**src/design/bss_pkg.sv**
```systemverilog
// Shared constants, codes and types of the bitmap set sorter.
package bss_pkg;

  localparam int VALUE_BITS = 16;
  localparam int WORD_BITS  = 32;
  localparam int BIT_BITS   = $clog2(WORD_BITS);
  localparam int NUM_WORDS  = ((1 << VALUE_BITS) + WORD_BITS - 1) / WORD_BITS;
  localparam int ADDR_BITS  = $clog2(NUM_WORDS);
  localparam int CUR_BITS   = VALUE_BITS + 1;
  localparam int FUNC_BITS  = 2;

  typedef enum logic [FUNC_BITS-1:0] {
    FUNC_INSERT = 2'd0,
    FUNC_NEXT   = 2'd1,
    FUNC_REWIND = 2'd2
  } bss_func_t;

  typedef enum logic [1:0] {
    ST_CLEAR,
    ST_IDLE,
    ST_INS_WR,
    ST_NXT_CHK
  } bss_state_t;

  typedef struct packed {
    logic                 we;
    logic                 re;
    logic [ADDR_BITS-1:0] addr;
    logic [WORD_BITS-1:0] wdata;
  } bss_mem_req_t;

endpackage

```
**src/design/bss_lowbit.sv**
```systemverilog
// Lowest set bit search over one bitmap word.
module bss_lowbit
  import bss_pkg::*;
(
  input  logic [WORD_BITS-1:0] word,
  output logic                 any,
  output logic [BIT_BITS-1:0]  pos
);

  always_comb begin
    pos = '0;
    for (int i = WORD_BITS - 1; i >= 0; i--) begin
      if (word[i]) begin
        pos = BIT_BITS'(i);
      end
    end
  end

  assign any = |word;

endmodule

```
**src/design/bss_ctrl.sv**
```systemverilog
// Sequencer that clears, updates and scans the presence bitmap.
module bss_ctrl
  import bss_pkg::*;
(
  input  logic                  clk,
  input  logic                  rst_n,
  input  logic                  start,
  input  logic [FUNC_BITS-1:0]  func,
  input  logic [VALUE_BITS-1:0] value_in,
  output logic                  busy,
  output bss_mem_req_t          mem_req,
  input  logic [WORD_BITS-1:0]  mem_rdata,
  output logic                  out_valid,
  output logic                  out_found,
  output logic [VALUE_BITS-1:0] out_value
);

  bss_state_t            state_r, state_nxt;
  logic [ADDR_BITS-1:0]  clr_idx_r, clr_idx_nxt;
  logic [CUR_BITS-1:0]   cursor_r, cursor_nxt;
  logic [ADDR_BITS-1:0]  scan_idx_r, scan_idx_nxt;
  logic                  first_r, first_nxt;
  logic [ADDR_BITS-1:0]  ins_addr_r, ins_addr_nxt;
  logic [BIT_BITS-1:0]   ins_bit_r, ins_bit_nxt;
  logic                  out_valid_r, out_valid_nxt;
  logic                  out_found_r, out_found_nxt;
  logic [VALUE_BITS-1:0] out_value_r, out_value_nxt;

  logic                  accept;
  logic [WORD_BITS-1:0]  scan_mask;
  logic [WORD_BITS-1:0]  scan_word;
  logic                  hit_any;
  logic [BIT_BITS-1:0]   hit_pos;
  logic [VALUE_BITS-1:0] hit_value;

  assign accept = start && (state_r == ST_IDLE);

  assign scan_mask = first_r ? ({WORD_BITS{1'b1}} << cursor_r[BIT_BITS-1:0])
                             : {WORD_BITS{1'b1}};
  assign scan_word = mem_rdata & scan_mask;
  assign hit_value = {scan_idx_r, hit_pos};

  bss_lowbit u_lowbit (
    .word (scan_word),
    .any  (hit_any),
    .pos  (hit_pos)
  );

  always_comb begin
    state_nxt = state_r;
    unique case (state_r)
      ST_CLEAR: begin
        if (clr_idx_r == {ADDR_BITS{1'b1}}) begin
          state_nxt = ST_IDLE;
        end
      end
      ST_IDLE: begin
        if (accept) begin
          case (bss_func_t'(func))
            FUNC_INSERT: state_nxt = ST_INS_WR;
            FUNC_NEXT: begin
              if (!cursor_r[VALUE_BITS]) begin
                state_nxt = ST_NXT_CHK;
              end
            end
            default: state_nxt = ST_IDLE;
          endcase
        end
      end
      ST_INS_WR: state_nxt = ST_IDLE;
      ST_NXT_CHK: begin
        if (hit_any || (scan_idx_r == {ADDR_BITS{1'b1}})) begin
          state_nxt = ST_IDLE;
        end
      end
      default: state_nxt = ST_IDLE;
    endcase
  end

  always_comb begin
    mem_req       = '0;
    clr_idx_nxt   = clr_idx_r;
    cursor_nxt    = cursor_r;
    scan_idx_nxt  = scan_idx_r;
    first_nxt     = first_r;
    ins_addr_nxt  = ins_addr_r;
    ins_bit_nxt   = ins_bit_r;
    out_valid_nxt = 1'b0;
    out_found_nxt = out_found_r;
    out_value_nxt = out_value_r;
    unique case (state_r)
      ST_CLEAR: begin
        mem_req.we  = 1'b1;
        mem_req.addr = clr_idx_r;
        clr_idx_nxt = clr_idx_r + ADDR_BITS'(1);
      end
      ST_IDLE: begin
        if (accept) begin
          case (bss_func_t'(func))
            FUNC_INSERT: begin
              mem_req.re   = 1'b1;
              mem_req.addr = value_in[VALUE_BITS-1:BIT_BITS];
              ins_addr_nxt = value_in[VALUE_BITS-1:BIT_BITS];
              ins_bit_nxt  = value_in[BIT_BITS-1:0];
            end
            FUNC_NEXT: begin
              if (cursor_r[VALUE_BITS]) begin
                out_valid_nxt = 1'b1;
                out_found_nxt = 1'b0;
                out_value_nxt = '0;
              end else begin
                mem_req.re   = 1'b1;
                mem_req.addr = cursor_r[VALUE_BITS-1:BIT_BITS];
                scan_idx_nxt = cursor_r[VALUE_BITS-1:BIT_BITS];
                first_nxt    = 1'b1;
              end
            end
            FUNC_REWIND: cursor_nxt = '0;
            default: ;
          endcase
        end
      end
      ST_INS_WR: begin
        mem_req.we    = 1'b1;
        mem_req.addr  = ins_addr_r;
        mem_req.wdata = mem_rdata | (WORD_BITS'(1) << ins_bit_r);
      end
      ST_NXT_CHK: begin
        first_nxt = 1'b0;
        if (hit_any) begin
          out_valid_nxt = 1'b1;
          out_found_nxt = 1'b1;
          out_value_nxt = hit_value;
          cursor_nxt    = {1'b0, hit_value} + CUR_BITS'(1);
        end else if (scan_idx_r == {ADDR_BITS{1'b1}}) begin
          out_valid_nxt = 1'b1;
          out_found_nxt = 1'b0;
          out_value_nxt = '0;
          cursor_nxt    = CUR_BITS'(1) << VALUE_BITS;
        end else begin
          mem_req.re   = 1'b1;
          mem_req.addr = scan_idx_r + ADDR_BITS'(1);
          scan_idx_nxt = scan_idx_r + ADDR_BITS'(1);
        end
      end
      default: ;
    endcase
  end

  always_ff @(posedge clk) begin
    if (!rst_n) begin
      state_r     <= ST_CLEAR;
      clr_idx_r   <= '0;
      cursor_r    <= '0;
      out_valid_r <= 1'b0;
    end else begin
      state_r     <= state_nxt;
      clr_idx_r   <= clr_idx_nxt;
      cursor_r    <= cursor_nxt;
      out_valid_r <= out_valid_nxt;
    end
  end

  always_ff @(posedge clk) begin
    scan_idx_r  <= scan_idx_nxt;
    first_r     <= first_nxt;
    ins_addr_r  <= ins_addr_nxt;
    ins_bit_r   <= ins_bit_nxt;
    out_found_r <= out_found_nxt;
    out_value_r <= out_value_nxt;
  end

  assign busy      = (state_r != ST_IDLE);
  assign out_valid = out_valid_r;
  assign out_found = out_found_r;
  assign out_value = out_value_r;

`ifndef NO_ASSERTIONS
  a_no_rw_same_cycle: assert property (@(posedge clk) disable iff (!rst_n)
    !(mem_req.we && mem_req.re))
    else $error("Bitmap memory read and written in the same cycle.");

  a_cursor_in_range: assert property (@(posedge clk) disable iff (!rst_n)
    cursor_r[VALUE_BITS] |-> (cursor_r[VALUE_BITS-1:0] == '0))
    else $error("Scan cursor beyond the end of the value range.");

  a_beat_source: assert property (@(posedge clk) disable iff (!rst_n)
    out_valid_r |-> ($past(state_r) == ST_NXT_CHK || $past(state_r) == ST_IDLE))
    else $error("Result beat issued from an unexpected state.");

  a_no_beat_while_clearing: assert property (@(posedge clk) disable iff (!rst_n)
    (state_r == ST_CLEAR) |-> !out_valid_r)
    else $error("Result beat during the clearing pass.");

  a_found_below_cursor: assert property (@(posedge clk) disable iff (!rst_n)
    (out_valid_r && out_found_r) |-> (cursor_r == {1'b0, out_value_r} + CUR_BITS'(1)))
    else $error("Cursor does not follow the returned value.");
`endif

endmodule

```
**config.mk**
```make
export PLATFORM = sky130hd
export DESIGN_NAME = bss_ctrl
export DESIGN_NICKNAME = d
export VERILOG_FILES = /design/src/design/bss_pkg.sv /design/src/design/bss_lowbit.sv /design/src/design/bss_ctrl.sv
export SDC_FILE = /design/constraint.sdc
export NUM_CORES = 1
export LEC_CHECK = 0
export BUFFER_PORTS_ARGS = -buffer_cell sky130_fd_sc_hd__buf_2
export CAP_MARGIN = 10
export CORE_UTILIZATION = 60
export DETAILED_ROUTE_END_ITERATION = 10
export GPL_ROUTABILITY_DRIVEN = 0
export PLACE_DENSITY = 0.93
export SYNTH_ARGS = -nofsm -noshare
export SYNTH_HDL_FRONTEND = slang
export SYNTH_SLANG_ARGS = --single-unit
export TNS_END_PERCENT = 100
```
**constraint.sdc**
```tcl
create_clock -name clk -period 9.7 [get_ports clk]
set_input_delay 0.485 -clock clk [delete_from_list [all_inputs] [get_ports clk]]
set_output_delay 0.485 -clock clk [all_outputs]
set_load 0.01 [all_outputs]
```
==> results <==
- The routed wire length is 15580 um.
- Using the TritonRoute via totals, the vias-per-cell ratio works out to 6.682.
- Clock tree synthesis found a total of 76 sinks.
- Per report_power, the clock group accounts for 38.3% of the total.
- The number of setup violations in the final report is 0.
- For this design the total switching power over the nets is 156.1 uW.
- Counting tap cells, the placed design contains a total of 828 instances.
- Counting instances, the worst hold path has a depth of 1.
- Counting the buffers created by CTS gives 9.
- The average routed wire per standard cell is 18.46 um.
- The run finished with clean final reports.
- The critical path launch point type is a flip-flop.
- The main flop type after synthesis is sky130_fd_sc_hd__edfxtp_1.
- The fraction of final layout cells with drive strength greater than 1 is 20.43%.
- Counting flops with an async set or reset pin after synthesis yields a share of 0%.
- Hold repair after CTS inserted 0 buffers.
- TritonCTS built the clock tree.
- In this run the deepest clock path goes through 2 buffers.
- The layout overhead on the synthesized area is 13.35%.
- The non-filler instance count after layout is 844.
- The analysis attributes to cell leakage a power of 2.370 nW.
- The count of buffers added by post-CTS timing repair for setup is 0.
- The cell at the root of the clock tree is sky130_fd_sc_hd__clkbuf_8.
- The pin count of the biggest net entering global routing is 33.
- The required arrival time at the worst endpoint is 9.22 ns.
- The layout has 605 filler cells.
- The internal portion of the total power is 488.8 uW.
- Input and output buffers added on the ports amount to 116.
- The number of detailed-route iterations in the first pass is 5.
- The final count of pins violating max slew is 0.
- The max-cap violation count is 0.
- The total number of vias is 5640.
- The horizontal die dimension is 96.20 um.
- The post-synthesis average cell area is 8.178 um^2.
- Setup repair after global routing left no endpoint under its margin.
- The fraction of power consumed by sequential logic is 52.9%.
- The core box area is 0.008382 mm^2.
- The insertion delay to the later sink of the worst-skew pair is 0.36 ns.
- The worst setup path is captured at a primary output.
- The number of cells on the worst reg-to-reg path is 8.
- The final antenna diode count is 0.
- The final layout contains 790 nets.
- The fraction of the cycle the final worst path needs is 46.58%.
- In this run switching power makes up 24.20% of total power.
- IR analysis of the VDD net gives a maximum drop of 119.3 uV.
- The via count of the first global-routing pass is 5096.
- The maximum achievable frequency is 221.3 MHz.
- Power spread over the standard cell area amounts to 106.9 mW/mm^2.
- The transition time of the tightest slew-check pin is 1.064 ns.
- The net count of the mapped netlist is 707.
- The die area is 0.009253 mm^2.
- The worst setup path is of the flip-flop to primary output kind.
- Along the worst path, the maximum fanout reaches 23.
- The final critical-path required period is 4.518 ns.
- The number of enable flip-flop cells after synthesis is 45.
- Of the total power, combinational logic draws 8.8%.
- The top cell types in the final layout, fill and taps aside, are 116 x sky130_fd_sc_hd__buf_2, 77 x sky130_fd_sc_hd__nor2_1, 70 x sky130_fd_sc_hd__nand2_1.
- The initial antenna violation count was 0.
- Gates resized during post-CTS repair numbered 0.
- Between clock sinks in the finished design, the worst skew comes to 0.01206 ns.
- The clock edge transition at the registers on the reported setup and hold paths is 0.08 ns.
- Counting every instance in the synthesized netlist gives 651.
- The first global-routing pass estimated 24130 um of wire.
- For this run, design rule violations remaining after detail routing come to 0.
- The first routing iteration left 482 violations.
- Synthesis inferred 76 register bits.
- The number of placement rows is 33.
- The fraction of the yosys area taken by sequential cells is 37.04%.
- Summed over all layers, the global routing overflow is 0.
- The initial core utilization is 63.52%.
- The tightest slew margin relative to the limit is 28.97%.
- The type of the most critical hold path is input port to flip-flop.
- The H-tree was split into 3 levels.
- The most frequent standard cell in the layout excluding fill and tap cells is sky130_fd_sc_hd__buf_2.
- The estimated wirelength of the detail-placed design is 11380 um.
- The detail route stage leaves a number of antenna-violating nets equal to 0.
- The setup TNS after final layout is 0 ns.
- Yosys printed 0 warnings.
- The count of pins on the block boundary is 117.
- After synthesis the cells add up to 0.005324 mm^2.
- In this run, distinct cell masters in the synthesized netlist total 74.
- The data arrival time of the critical path is 4.03 ns.
- The number of hold violations in the final report was 0.
- The overall die height is 96.20 um.
- The global-route usage over all layers is 34.23%.
final timing paths:
kind	start	end	slack, ns
worst max-delay path	cursor_r[3]	mem_req[39]	5.18
worst min-delay path	value_in[0]	ins_bit_r[0]	0.30
worst min register to register	cursor_r[10]	cursor_r[10]	0.50
worst max register to register	cursor_r[3]	cursor_r[15]	5.89
metrics by stage:
stage          total power, mW  worst slack [ns]  utilization (%)  hold slack [ns]  instance area [um^2]
3_3_place_gp            0.4013             5.901            69.61           0.4585                  5834
3_5_place_dp            0.4031             5.695            69.61           0.4878                  5834
5_1_grt                 0.6639             4.961            72.00           0.2858                  6035
2_1_floorplan           0.3778             6.675                -           0.4381                  5324
6_report                0.6449             5.182            72.00           0.2952                  6035
4_1_cts                 0.6433             5.283            72.00           0.2927                  6035
synthesized netlist by cell type (4+ instances only):
cell,instances,area [um^2]
sky130_fd_sc_hd__nor2_1,77,289.0
sky130_fd_sc_hd__nand2_1,70,262.8
sky130_fd_sc_hd__a21oi_1,56,280.3
sky130_fd_sc_hd__edfxtp_1,45,1351
sky130_fd_sc_hd__o21ai_0,37,185.2
sky130_fd_sc_hd__dfxtp_1,31,620.6
sky130_fd_sc_hd__clkbuf_1,23,86.33
sky130_fd_sc_hd__and2_1,21,131.4
sky130_fd_sc_hd__nand4_1,17,106.4
sky130_fd_sc_hd__inv_1,16,60.06
sky130_fd_sc_hd__nand3_1,16,80.08
sky130_fd_sc_hd__nor2b_1,15,93.84
sky130_fd_sc_hd__a31oi_1,14,87.58
sky130_fd_sc_hd__buf_2,14,70.07
sky130_fd_sc_hd__xor2_1,12,105.1
sky130_fd_sc_hd__a21o_1,11,82.58
sky130_fd_sc_hd__and3_1,10,62.56
sky130_fd_sc_hd__nand2b_1,10,62.56
sky130_fd_sc_hd__xnor2_1,10,87.58
sky130_fd_sc_hd__mux2i_1,9,90.09
sky130_fd_sc_hd__buf_4,7,52.55
sky130_fd_sc_hd__nand3b_1,7,52.55
sky130_fd_sc_hd__nor3_1,7,35.03
sky130_fd_sc_hd__a211oi_1,6,45.04
sky130_fd_sc_hd__a32oi_1,6,52.55
sky130_fd_sc_hd__o211ai_1,6,45.04
sky130_fd_sc_hd__o21a_1,6,45.04
sky130_fd_sc_hd__o22ai_1,6,37.54
sky130_fd_sc_hd__o32a_1,6,60.06
sky130_fd_sc_hd__or2_2,6,37.54
sky130_fd_sc_hd__or3_1,6,37.54
sky130_fd_sc_hd__o21ai_1,5,25.02
sky130_fd_sc_hd__a41oi_1,4,35.03
kinds of logic after synthesis:
| family | share of synthesized area, % |
|---|---|
| AND/OR/NAND/NOR | 25.92 |
| AO/OA/AOI/OAI | 25.55 |
| flip-flops | 37.04 |
| buffers and inverters | 5.264 |
| XOR/XNOR | 3.619 |
| multiplexers | 1.904 |
| adder cells (fa/ha/maj) | 0.7051 |
worst max-delay path, stage by stage, from the launching register on:
cell	delay, ns
sky130_fd_sc_hd__dfxtp_1	0.80
sky130_fd_sc_hd__nand3_1	0.55
sky130_fd_sc_hd__o21ai_1	0.44
sky130_fd_sc_hd__nand4b_1	0.24
sky130_fd_sc_hd__nor4b_4	0.47
sky130_fd_sc_hd__nand2_2	0.14
sky130_fd_sc_hd__or3b_1	0.57
sky130_fd_sc_hd__nor2_1	0.17
sky130_fd_sc_hd__o32a_1	0.17
sky130_fd_sc_hd__buf_2	0.13
power by group through the flow:
stage                     registers (mW)  clock network (mW)  logic (mW)
after global placement             0.349                   0      0.0528
after CTS                          0.341               0.247      0.0548
after detailed placement           0.349                   0      0.0545
after floorplan                    0.348                   0      0.0296
after global routing               0.341               0.262      0.0604
final                              0.341               0.247      0.0569
per-layer routing:
layer  GRT usage [%]  up-vias  wire (um)
met4           19.78        0        761
li1                -     2558          -
met1           39.77     2589       5628
met5               0        -          0
met3           6.398       77       1598
met2           58.75      416       7596
area by class of cell:
class | count | area [um^2] | area share (%)
repair buffers | 118 | 595.6 | 9.869
clock inverters | 5 | 58.81 | 0.9745
multi-input cells | 512 | 3072 | 50.90
clock buffers | 11 | 141.4 | 2.343
inverters | 17 | 63.81 | 1.057
well taps | 105 | 131.4 | 2.177
flip-flops and latches | 76 | 1972 | 32.68
state kept, by name, summed over array words and instances (netlist names):
| name | count |
|---|---|
| clr_idx_r | 11 |
| cursor_r | 17 |
| first_r | 1 |
| ins_addr_r | 11 |
| ins_bit_r | 5 |
| out_found | 1 |
| out_valid | 1 |
| out_value | 16 |
| scan_idx_r | 11 |
| state_r | 2 |
Power figures use the tool's default switching activity.
